--- src/hdl/rwc_pkg.sv ---
`default_nettype none
package rwc_pkg;
   localparam int KERNEL_HEIGHT_DEF = 3;
   localparam int KERNEL_WIDTH_DEF  = 3;
   localparam int ROWS_IN   = 3;
   localparam int CHANNELS  = 3;
   localparam int WEIGHT_W  = 16;
   localparam int SAMPLE_W  = 8;
   localparam int SUM_W     = 32;
   localparam int DIV_W     = 16;
   localparam int QUO_W     = SUM_W;

   typedef enum logic [1:0] {
      CSR_WEIGHTS_ROW0 = 2'd0,
      CSR_WEIGHTS_ROW1 = 2'd1,
      CSR_WEIGHTS_ROW2 = 2'd2,
      CSR_DIVISOR      = 2'd3
   } csr_index_type;

   typedef enum logic [1:0] {
      ST_IDLE   = 2'd0,
      ST_DIVIDE = 2'd1,
      ST_OUTPUT = 2'd2
   } state_type;
endpackage
`default_nettype wire

--- src/hdl/rwc_lane.sv ---
`default_nettype none
// One color channel: weighted sum over the window, then restoring divide.
module rwc_lane
   import rwc_pkg::*;
#(
   parameter int KERNEL_HEIGHT = KERNEL_HEIGHT_DEF,
   parameter int KERNEL_WIDTH  = KERNEL_WIDTH_DEF
) (
   input  wire logic clock,
   input  wire logic reset,
   input  wire logic start,
   input  wire logic [KERNEL_WIDTH*ROWS_IN*SAMPLE_W-1:0] samples,
   input  wire logic [3*3*WEIGHT_W-1:0] weights,
   input  wire logic [DIV_W-1:0] divisor,
   output logic done,
   output logic [SAMPLE_W-1:0] result
);
   localparam int TERMS = KERNEL_WIDTH * ROWS_IN;
   localparam int CNT_W = $clog2(TERMS + QUO_W + 2);
   localparam int ROW_W = $clog2(ROWS_IN + 1);
   localparam int COLS_W = $clog2(KERNEL_WIDTH + 1);

   logic signed [SUM_W-1:0] sum_ff, sum_in;
   logic [QUO_W-1:0] quo_ff, quo_in;
   logic [DIV_W:0] rem_ff, rem_in;
   logic [CNT_W-1:0] cnt_ff, cnt_in;
   logic [ROW_W-1:0] row_ff, row_in;
   logic [COLS_W-1:0] col_ff, col_in;
   logic busy_ff, busy_in, phase_ff, phase_in, neg_ff, neg_in;
   logic signed [SUM_W-1:0] prod;
   logic [DIV_W:0] trial;
   logic [DIV_W-1:0] dv;
   logic [SAMPLE_W-1:0] res_ff, res_in;
   logic done_ff, done_in;

   assign dv = (divisor == '0) ? DIV_W'(1) : divisor;

   // One multiply-accumulate per cycle: term index = col*ROWS_IN + row.
   always_comb begin
      logic [$clog2(TERMS+1)-1:0] t;
      logic signed [WEIGHT_W-1:0] w;
      t = cnt_ff[$clog2(TERMS+1)-1:0];
      w = '0;
      if (int'(col_ff) < 3 && int'(row_ff) < KERNEL_HEIGHT)
         w = weights[(int'(row_ff)*3 + int'(col_ff))*WEIGHT_W +: WEIGHT_W];
      prod = SUM_W'(w) * SUM_W'(signed'({1'b0, samples[t*SAMPLE_W +: SAMPLE_W]}));
   end

   always_comb begin
      sum_in = sum_ff; quo_in = quo_ff; rem_in = rem_ff; cnt_in = cnt_ff;
      row_in = row_ff; col_in = col_ff;
      busy_in = busy_ff; phase_in = phase_ff; neg_in = neg_ff;
      res_in = res_ff; done_in = 1'b0;
      trial = {rem_ff[DIV_W-1:0], quo_ff[QUO_W-1]};
      if (start) begin
         busy_in = 1'b1; phase_in = 1'b0; sum_in = '0; cnt_in = '0;
         row_in = '0; col_in = '0;
      end else if (busy_ff && !phase_ff) begin
         sum_in = sum_ff + prod;
         cnt_in = cnt_ff + 1'b1;
         if (row_ff == ROW_W'(ROWS_IN - 1)) begin
            row_in = '0; col_in = col_ff + 1'b1;
         end else begin
            row_in = row_ff + 1'b1;
         end
         if (cnt_ff == CNT_W'(TERMS - 1)) begin
            phase_in = 1'b1; cnt_in = '0;
            neg_in = sum_in[SUM_W-1];
            quo_in = QUO_W'(sum_in); rem_in = '0;
         end
      end else if (busy_ff) begin
         // Restoring division, one quotient bit per cycle.
         quo_in = {quo_ff[QUO_W-2:0], 1'b0};
         rem_in = trial;
         if (trial >= {1'b0, dv}) begin
            rem_in = trial - {1'b0, dv};
            quo_in[0] = 1'b1;
         end
         cnt_in = cnt_ff + 1'b1;
         if (cnt_ff == CNT_W'(QUO_W - 1)) begin
            busy_in = 1'b0; done_in = 1'b1;
            if (neg_ff) res_in = '0;
            else if (quo_in > QUO_W'(255)) res_in = 8'd255;
            else res_in = quo_in[SAMPLE_W-1:0];
         end
      end
   end

   always_ff @(posedge clock) begin
      if (reset) begin
         busy_ff <= 1'b0; phase_ff <= 1'b0; cnt_ff <= '0; done_ff <= 1'b0;
      end else begin
         busy_ff <= busy_in; phase_ff <= phase_in; cnt_ff <= cnt_in; done_ff <= done_in;
      end
      sum_ff <= sum_in; quo_ff <= quo_in; rem_ff <= rem_in;
      neg_ff <= neg_in; res_ff <= res_in;
      row_ff <= row_in; col_ff <= col_in;
   end

   assign done = done_ff;
   assign result = res_ff;
endmodule
`default_nettype wire

--- src/hdl/rgb24_window_convolution.sv ---
`default_nettype none
// Timing: an item that completes a window is registered as the lane start; the lanes then
// accumulate and divide, and their registered done raises rsp_tvalid. Items that only fill
// the window are taken while idle and can be followed by the next item on the next cycle.
// Flow: one item at a time; req_tready stays low from an emitting item's accept until the
// per-lane serial MAC and divider finish and the receiver takes the result.
// Reset (synchronous, active high) clears the window, column count, registers
// to their defaults (center weight 1, divisor 1) and the output handshake.
module rgb24_window_convolution
   import rwc_pkg::*;
#(
   parameter int KERNEL_HEIGHT = KERNEL_HEIGHT_DEF,
   parameter int KERNEL_WIDTH  = KERNEL_WIDTH_DEF
) (
   input  wire logic clock,
   input  wire logic reset,
   input  wire logic req_tvalid,
   output logic req_tready,
   // row0 r,g,b; row1 r,g,b; row2 r,g,b
   input  wire logic [71:0] req_tdata,
   input  wire logic req_tlast,
   output logic rsp_tvalid,
   input  wire logic rsp_tready,
   // out_red, out_green, out_blue
   output logic [23:0] rsp_tdata,
   output logic rsp_tlast,
   input  wire logic csr_valid,
   output logic csr_ready,
   input  wire logic [1:0] csr_index,
   input  wire logic [47:0] csr_data
);
   localparam int COL_W = ROWS_IN*CHANNELS*SAMPLE_W;
   localparam int CH_W  = $clog2(KERNEL_WIDTH + 1);

   logic [47:0] w0_ff, w1_ff, w2_ff;
   logic [DIV_W-1:0] div_ff;
   logic [COL_W-1:0] win_ff [KERNEL_WIDTH];
   logic [COL_W-1:0] win_in [KERNEL_WIDTH];
   logic [CH_W-1:0] held_ff, held_in;
   state_type state_ff, state_in;
   logic last_ff, last_in;
   logic [23:0] out_ff, out_in;
   logic [CHANNELS-1:0] lane_done;
   logic [SAMPLE_W-1:0] lane_res [CHANNELS];
   logic [KERNEL_WIDTH*ROWS_IN*SAMPLE_W-1:0] lane_smp [CHANNELS];
   logic accept, emit;
   logic [CH_W-1:0] pos;
   logic start_ff;

   assign csr_ready = 1'b1;
   always_ff @(posedge clock) begin
      if (reset) begin
         w0_ff <= '0; w1_ff <= 48'h10000; w2_ff <= '0; div_ff <= DIV_W'(1);
      end else if (csr_valid) begin
         unique case (csr_index)
            CSR_WEIGHTS_ROW0: w0_ff <= csr_data;
            CSR_WEIGHTS_ROW1: w1_ff <= csr_data;
            CSR_WEIGHTS_ROW2: w2_ff <= csr_data;
            CSR_DIVISOR:      div_ff <= csr_data[DIV_W-1:0];
            default: ;
         endcase
      end
   end

   assign req_tready = (state_ff == ST_IDLE);
   assign accept = req_tvalid && req_tready;
   assign pos = (held_ff > CH_W'(KERNEL_WIDTH-1)) ? CH_W'(KERNEL_WIDTH-1) : held_ff;
   assign emit = accept && (pos == CH_W'(KERNEL_WIDTH-1));

   // Write the new column at pos; shift left when the emitted result is taken.
   always_comb begin
      for (int c = 0; c < KERNEL_WIDTH; c++) win_in[c] = win_ff[c];
      held_in = held_ff;
      if (accept) begin
         for (int c = 0; c < KERNEL_WIDTH; c++)
            if (CH_W'(c) == pos) win_in[c] = req_tdata;
         held_in = emit ? CH_W'(KERNEL_WIDTH-1) : pos + 1'b1;
         if (req_tlast) held_in = '0;
      end
      if (state_ff == ST_OUTPUT && rsp_tready)
         for (int c = 0; c + 1 < KERNEL_WIDTH; c++) win_in[c] = win_ff[c+1];
   end

   // Gather per-channel samples, term index col*ROWS_IN + row.
   always_comb begin
      for (int ch = 0; ch < CHANNELS; ch++)
         for (int c = 0; c < KERNEL_WIDTH; c++)
            for (int r = 0; r < ROWS_IN; r++)
               lane_smp[ch][(c*ROWS_IN+r)*SAMPLE_W +: SAMPLE_W] =
                  win_ff[c][(r*CHANNELS+ch)*SAMPLE_W +: SAMPLE_W];
   end

   always_comb begin
      state_in = state_ff; last_in = last_ff; out_in = out_ff;
      unique case (state_ff)
         ST_IDLE: if (emit) begin
            state_in = ST_DIVIDE; last_in = req_tlast;
         end
         ST_DIVIDE: begin
            if (lane_done[0]) begin
               state_in = ST_OUTPUT;
               out_in = {lane_res[2], lane_res[1], lane_res[0]};
            end
         end
         ST_OUTPUT: if (rsp_tready) state_in = ST_IDLE;
         default: state_in = ST_IDLE;
      endcase
   end

   always_ff @(posedge clock) begin
      if (reset) begin
         state_ff <= ST_IDLE; held_ff <= '0; start_ff <= 1'b0;
         for (int c = 0; c < KERNEL_WIDTH; c++) win_ff[c] <= '0;
      end else begin
         state_ff <= state_in; held_ff <= held_in; start_ff <= emit;
         for (int c = 0; c < KERNEL_WIDTH; c++) win_ff[c] <= win_in[c];
      end
      last_ff <= last_in; out_ff <= out_in;
   end

   for (genvar ch = 0; ch < CHANNELS; ch++) begin : g_lane
      rwc_lane #(.KERNEL_HEIGHT(KERNEL_HEIGHT), .KERNEL_WIDTH(KERNEL_WIDTH)) u_lane (
         .clock(clock), .reset(reset), .start(start_ff),
         .samples(lane_smp[ch]),
         .weights({w2_ff, w1_ff, w0_ff}),
         .divisor(div_ff),
         .done(lane_done[ch]), .result(lane_res[ch]));
   end

   assign rsp_tvalid = (state_ff == ST_OUTPUT);
   assign rsp_tdata = out_ff;
   assign rsp_tlast = last_ff;

   assert property (@(posedge clock) disable iff (reset)
      emit |=> state_ff == ST_DIVIDE) else $error("emit did not start divide");
   assert property (@(posedge clock) disable iff (reset)
      lane_done != '0 |-> lane_done == {CHANNELS{1'b1}}) else $error("lanes out of step");
   assert property (@(posedge clock) disable iff (reset)
      held_ff <= CH_W'(KERNEL_WIDTH-1)) else $error("column count overflow");
endmodule
`default_nettype wire
--- config.mk ---
export PLATFORM = sky130hd
export DESIGN_NAME = rgb24_window_convolution
export DESIGN_NICKNAME = d
export VERILOG_FILES = /design/src/hdl/rwc_pkg.sv /design/src/hdl/rwc_lane.sv /design/src/hdl/rgb24_window_convolution.sv
export SDC_FILE = /design/constraint.sdc
export NUM_CORES = 2
export LEC_CHECK = 0
export BUFFER_PORTS_ARGS = -buffer_cell sky130_fd_sc_hd__buf_4
export CORE_MARGIN = 4
export CORE_UTILIZATION = 60
export DETAILED_ROUTE_END_ITERATION = 8
export GPL_TIMING_DRIVEN = 0
export PLACE_DENSITY_LB_ADDON = 0.25
export REMOVE_ABC_BUFFERS = 1
export SYNTH_ARGS = -nofsm -noshare
export SYNTH_HDL_FRONTEND = slang
export SYNTH_SLANG_ARGS = --single-unit
--- constraint.sdc ---
create_clock -name clock -period 12.3 [get_ports clock]
set_input_delay 2.46 -clock clock [delete_from_list [all_inputs] [get_ports clock]]
set_output_delay 2.46 -clock clock [all_outputs]
set_load 0.02 [all_outputs]
Word-level counts from Yosys, hierarchy flattened
Memories as Yosys holds them, arrays and structs flattened.
Cells that the tools add are included.
{ "word_totals": {"output_inout_bits": 28, "ff_bits": 494, "input_bits": 128, "elab_cells": 245, "memories": 1, "ram_bits": 216} }
{ "op_classes": {"muxes": 83, "bitwise_logic": 8, "n_lt_le_gt_ge": 13, "n_shift": 6, "eq_ne": 26, "mul": 6, "add_sub_neg": 19, "reduce_logical": 43} }
{ "memory_table": {"columns": ["memory", "words", "word_bits", "rd", "rd_clocked_by_memory_dff", "write_ports", "line", "source"], "rows": [
  ["win_ff", 3, 72, 3, 0, 3, "rgb24_window_convolution.sv:37", "logic [COL_W-1:0] win_ff [KERNEL_WIDTH];"]
]} }
{ "op_table": {"columns": ["operator", "count"], "rows": [
  ["2-to-1 mux 72 bit", 6],
  ["variable part select 144 x 32 -> 16 bit", 3],
  ["2-to-1 mux 32 bit", 9],
  ["2-to-1 mux 16 bit", 16],
  ["2-to-1 mux 216 bit", 1],
  ["variable part select 72 x 8 -> 8 bit", 3],
  ["2-to-1 mux 144 bit", 1],
  ["adder 32 bit", 3],
  ["> comparator 32 x 8 -> 1 bit, second input constant", 3],
  ["adder 28 x 3 -> 28 bit", 3],
  ["multiplier 16 x 9 -> 25 bit", 3],
  ["2-to-1 mux 6 bit", 9],
  ["greater-or-equal comparator 17 x 16 -> 1 bit", 3],
  ["subtractor 16 bit", 3],
  ["2-to-1 mux 1 bit", 28],
  ["2-to-1 mux 8 bit", 3],
  ["AND reduction 2 bit", 12],
  ["AND reduction 3 bit", 7],
  ["adder 6 x 1 -> 6 bit, second input constant", 3],
  ["equality test 6 x 4 -> 1 bit, second input constant", 3],
  ["equality test 6 x 5 -> 1 bit, second input constant", 3],
  ["2-to-1 mux 2 bit", 9],
  ["logical NOT 16 bit", 1],
  ["adder 2 x 1 -> 2 bit, second input constant", 7],
  ["19 further kinds", 62]
]} }

Logic depth before layout (Yosys ltp)
{ "depth": {"depth_word": 9, "ltp_mapped": 42, "mapped_depth_nobuf": 40} }

Hierarchy
A second synthesis with hierarchy kept.
{ "hier_totals": {"hier_cells": 6236, "area_unflattened_um2": 55436.9} }
{ "by_module_without_submodules": {"columns": ["module", "seq_area_each_um2", "cells_each", "n_inst", "area_each_um2"], "rows": [
  ["rgb24_window_convolution", 8378.0, 1813, 1, 15778.9],
  ["rwc_lane (g_lane[0].u_lane)", 2612.5, 1502, 1, 13412.9],
  ["rwc_lane (g_lane[2].u_lane)", 2612.5, 1504, 1, 13340.3],
  ["rwc_lane (g_lane[1].u_lane)", 2612.5, 1417, 1, 12904.9]
]} }

Worst setup path before layout
No wires, ideal clock.
{ "synth_timing": {"kind": "register to register", "start": "register g_lane[0].u_lane.row_ff[0]", "end": "register g_lane[0].u_lane.quo_ff[31] (data pin)", "path_buffers": 3, "arrival_time_ns": 9.468, "path_slack_ns": 2.572, "synth_period_minus_slack_ns": 9.728, "path_stages_with_launch": 38, "required_time_ns": 12.040, "setup_ns": 0.260, "cell_sequence": "dfxtp_1 > inv_1 > ha_1 > inv_1 > fa_1 > clkbuf_1 > buf_1 > clkbuf_1 > mux4_2 > mux2i_1 > o21ai_0 > nand2_1 > nor2_1 > fa_1 > fa_1 > fa_1 > inv_1 > fa_1 > [2 not listed] > o21a_1 > o21ai_0 > a221oi_1 > a211oi_1 > o31ai_1 > mux2_2 > nor2_1 > ha_1 > a21o_1 > a21o_1 > a21o_1 > a21oi_1 > nand2_1 > nand2_1 > o21ai_0 > a211o_1 > mux2i_1 > nand2_1"} }
{ "synth_via": {"elab_chain_cells": 8, "elab_cells_between_ends": 10, "cone_classes": "2 x add/sub; 2 x mul; 1 x order compare; 1 x shift; 3 x mux; 1 x reduce/logical"} }
{ "synth_rtl": {"columns": ["element", "line", "source"], "rows": [
  ["from (decl)", "rwc_lane.sv:27", "logic [ROW_W-1:0] row_ff, row_in;"],
  ["from (signal assigned)", "rwc_lane.sv:97", "row_ff <= row_in; col_ff <= col_in;"],
  ["multiplier 2 x 2 -> 4 bit", "rwc_lane.sv:45", "w = weights[(int'(row_ff)*3 + int'(col_ff))*WEIGHT_W +: WEIGHT_W];"],
  ["adder 28 x 3 -> 28 bit", "rwc_lane.sv:45", null],
  ["variable part select 144 x 32 -> 16 bit", "rwc_lane.sv:45", null],
  ["2-to-1 mux 16 bit *", "rwc_lane.sv:44", "if (int'(col_ff) < 3 && int'(row_ff) < KERNEL_HEIGHT)"],
  ["multiplier 16 x 9 -> 25 bit *", "rwc_lane.sv:46", "prod = SUM_W'(w) * SUM_W'(signed'({1'b0, samples[t*SAMPLE_W +: SAMPLE_W]}));"],
  ["adder 32 bit *", "rwc_lane.sv:59", "sum_in = sum_ff + prod;"],
  ["2-to-1 mux 32 bit *", "rwc_lane.sv:66", "if (cnt_ff == CNT_W'(TERMS - 1)) begin"],
  ["2-to-1 mux 32 bit *", "rwc_lane.sv:58", "end else if (busy_ff && !phase_ff) begin"],
  ["to (signal assigned)", "rwc_lane.sv:95", "sum_ff <= sum_in; quo_ff <= quo_in; rem_ff <= rem_in;"],
  ["to (decl)", "rwc_lane.sv:24", "logic [QUO_W-1:0] quo_ff, quo_in;"]
]} }
Every way passes the cells marked *; elsewhere a longest branch is shown, timed or not. The select of a mux whose other input is x is not followed.
A chain may end at the register's enable or synchronous reset.

Worst setup path after layout
Ends and elaborated chain as after synthesis.

==> flow_summary.ini <==
[sta]
min_period_ns = 11.70
setup_viol = 0
setup_slack_ns = 0.603
final_hold_viol_count = 0
rsz0062_at_grt = false
skew_ns = 0.0288
worst_slew_pin_slew_ns = 1.39
finalCritPeriodShare = 0.951
fmax_ghz = 0.0855
maxSlewViolCount = 0
max-slew-margin-rel = 0.0721

[clock_tree]
cts_resized = 0
numCtsBuffers = 81
cts.sinks = 710
cts_max_level = 3
ctsHoldBuffers = 0
clock_tree.buffer_depth = 3
cts_root_buffer = clkbuf_16
cts_post_setup_buffers_inserted = 0
insertion_delay_ns = 0.65
cts_tree = yes
clk_pin_slew_ns = 0.06

[cells_and_area]
final_area_um2 = 58800
utilization = 0.674
nNetsFinal = 6723
fin_cells = 7193
drive_gt1_frac = 0.100
syn_to_final_growth_pct = 10.9
nFillCells = 6972

[routing]
ant_nets = 0
dr_wl_met2_um = 61400
routed_wl_um = 135000
vias = 43287
wl_met1_um = 56600
top_layer = met5
drc = 0
drtIter0Drc = 3489
wire_per_inst_um = 18.8
drt_first_pass_iters = 5
viasPerCell = 6.02
dr_wl_met3_um = 12700

[grt]
grt_pass1_vias = 42735
grt_usage = 0.286
antenna_found_initial = 24
grt.overflow.total = 0
grt_first_pass_wirelength_um = 220000
grt_max_degree = 159

[placed_design]
hpwl_um = 97500
place.gp.congestion = 0.860
numPortBuffers = 154
placed_area_um2 = 55700
pre_cts_slack_ns = 0.981
placed_cells = 7029

[die]
die_y_um = 305
die_area_um2 = 93100
num_rows = 108
core_area_um2 = 87200
initial_core_util = 0.608
die_w_um = 305
pin_count = 156

[power_and_ir_drop]
p_seq_frac = 0.369
p_int_mw = 4.80
switching_share = 0.310
clkPwrFrac = 0.382
power.leakage_nw = 26.3
vdd_ir_drop_max_v = 0.000114
comb_power_share = 0.248
powerDensity_nw_per_um2 = 118
p_sw_mw = 2.15

[status]
outcome = finished clean

[logic_synthesis]
ys_top_cells_by_area = dfxtp_1 19%, fa_1 12%, edfxtp_1 11%
ys_seq_elements = 710
ys_seq_area_frac = 0.305
yosys_warnings = 0
syn-cell-area_um2 = 53000
yosysMostFrequentCell = nand2_1
synth_edf_count = 196
synth_top_area_share = 0.194
async_flop_share = 0
synth_flop_cell = dfxtp_1
syn_inst = 5980
synth_top_cell_by_area = dfxtp_1
syn_area_per_cell_um2 = 8.86
netlist_top_cells_count = 958 x nand2_1, 595 x nor2_1, 540 x inv_1
synth.distinct_cells = 87

[worst_setup_path]
cp_slowest_cell = fa_2
cp.arrival_ns = 12.06
path_max_fanout = 20
crit_buf_inv = 5
worst_path_largest_cell_delay_ns = 0.95
crit_type = reg2reg
endpoint_kind = flip-flop
crit_required_ns = 12.66
cp_top_family = adder cells
critPathLaunchType = flip-flop

[hold_path]
hold_class = reg2reg

[job]
drv_cap = 0
-- power by group through the flow --
stage / combinational, mW / sequential, mW / clock, mW
2_1_floorplan: 1.21 / 2.60 / 0
3_3_place_gp: 1.61 / 2.61 / 0
3_5_place_dp: 1.70 / 2.62 / 0
4_1_cts: 1.71 / 2.57 / 2.69
5_1_grt: 1.89 / 2.58 / 2.79
6_report: 1.73 / 2.57 / 2.66
-- area by class of cell --
cell class / count / area, um2 / area share
inverters: 541 / 2030 / 0.0346
clock buffers: 106 / 2340 / 0.0398
diodes: 13 / 32.5 / 0.000554
clock inverters: 45 / 602 / 0.0102
flip-flops and latches: 710 / 16200 / 0.275
well taps: 1155 / 1450 / 0.0246
repair buffers: 216 / 2230 / 0.0380
multi-input cells: 4407 / 33900 / 0.577
-- worst reg2reg max path: cells and delay by family (launching register included) --
| kind | cells | cell delay, ns |
|---|---|---|
| multiplexers | 2 | 0.68 |
| buffers and inverters | 5 | 0.53 |
| AND/OR/NAND/NOR | 9 | 2.93 |
| AO/OA/AOI/OAI | 11 | 2.80 |
| flip-flops | 1 | 0.44 |
| adder cells (fa/ha/maj) | 8 | 4.04 |
-- stage by stage --
stage / hold WS [ns] / total power [mW] / TNS, ns
3_5_place_dp: 0.406 / 4.32 / 0
2_1_floorplan: 0.400 / 3.81 / 0
5_1_grt: 0.429 / 7.27 / 0
3_3_place_gp: 0.401 / 4.23 / -148.45
6_report: 0.419 / 6.96 / 0
4_1_cts: 0.419 / 6.97 / 0
-- kinds of logic (layout without fill, tap and decap cells) --
family / count (synthesis) / after routing / share of synthesized area
AO/OA/AOI/OAI: 1109 / 1109 / 0.130
XOR/XNOR: 190 / 190 / 0.0319
adder cells (fa/ha/maj): 638 / 638 / 0.195
buffers and inverters: 863 / 908 / 0.0615
flip-flops: 710 / 710 / 0.305
multiplexers: 398 / 398 / 0.109
other: 1 / 14 / 0.0000708
AND/OR/NAND/NOR: 2071 / 2071 / 0.167
-- layer usage --
| metal | GRT usage | up-vias |
|---|---|---|
| li1 | - | 20444 |
| met1 | 0.386 | 21027 |
| met2 | 0.455 | 1496 |
| met3 | 0.0678 | 300 |
| met4 | 0.103 | 20 |
| met5 | 0 | - |
-- registers in the layout (all words and copies together) (netlist names), 48 cells and up --
| name | flops |
|---|---|
| win_ff | 216 |
| g_lane.u_lane.rem_ff | 48 |
| w0_ff | 48 |
| g_lane.u_lane.quo_ff | 96 |
| w2_ff | 48 |
| g_lane.u_lane.sum_ff | 96 |
| w1_ff | 48 |
-- final timing paths --
path / start / endpoint / slack, ns / cells past startpoint
setup / recovery: g_lane[0].u_lane.row_ff[0] / g_lane[0].u_lane.quo_ff[31] / 0.60 / 35
hold / removal: g_lane[2].u_lane.result[3] / rsp_tdata[19] / 0.42 / 0
hold reg to reg: g_lane[2].u_lane.result[3] / rsp_tdata[19] / 0.42 / 0
setup reg to reg: g_lane[0].u_lane.row_ff[0] / g_lane[0].u_lane.quo_ff[31] / 0.60 / 35
-- layout by cell type, fill, tap and decap left out, types with 13 or more instances in the layout --
master and n:
a21o_1 86, nand4_1 22, ha_1 320, clkinv_2 13
and3_1 45, mux2i_1 252, buf_8 14, a31oi_1 33
and2_1 18, or2_2 14, diode_2 13, or3_1 35
buf_12 17, edfxtp_1 196, nor2b_1 33, o21a_1 29
buf_4 159, a211o_1 18, nor3_1 81, buf_6 14
a21oi_2 15, xor2_1 60, o21bai_1 23, clkbuf_16 86
fa_1 312, inv_1 539, a21oi_1 486, nand3_1 167
a211oi_1 173, nor4_1 28, o21ai_0 141, dfxtp_1 511
mux4_2 144, nor2_1 592, nand2_1 953, nand2b_1 28
xnor2_1 121
No activity file was read; power rests on OpenSTA's default activity.
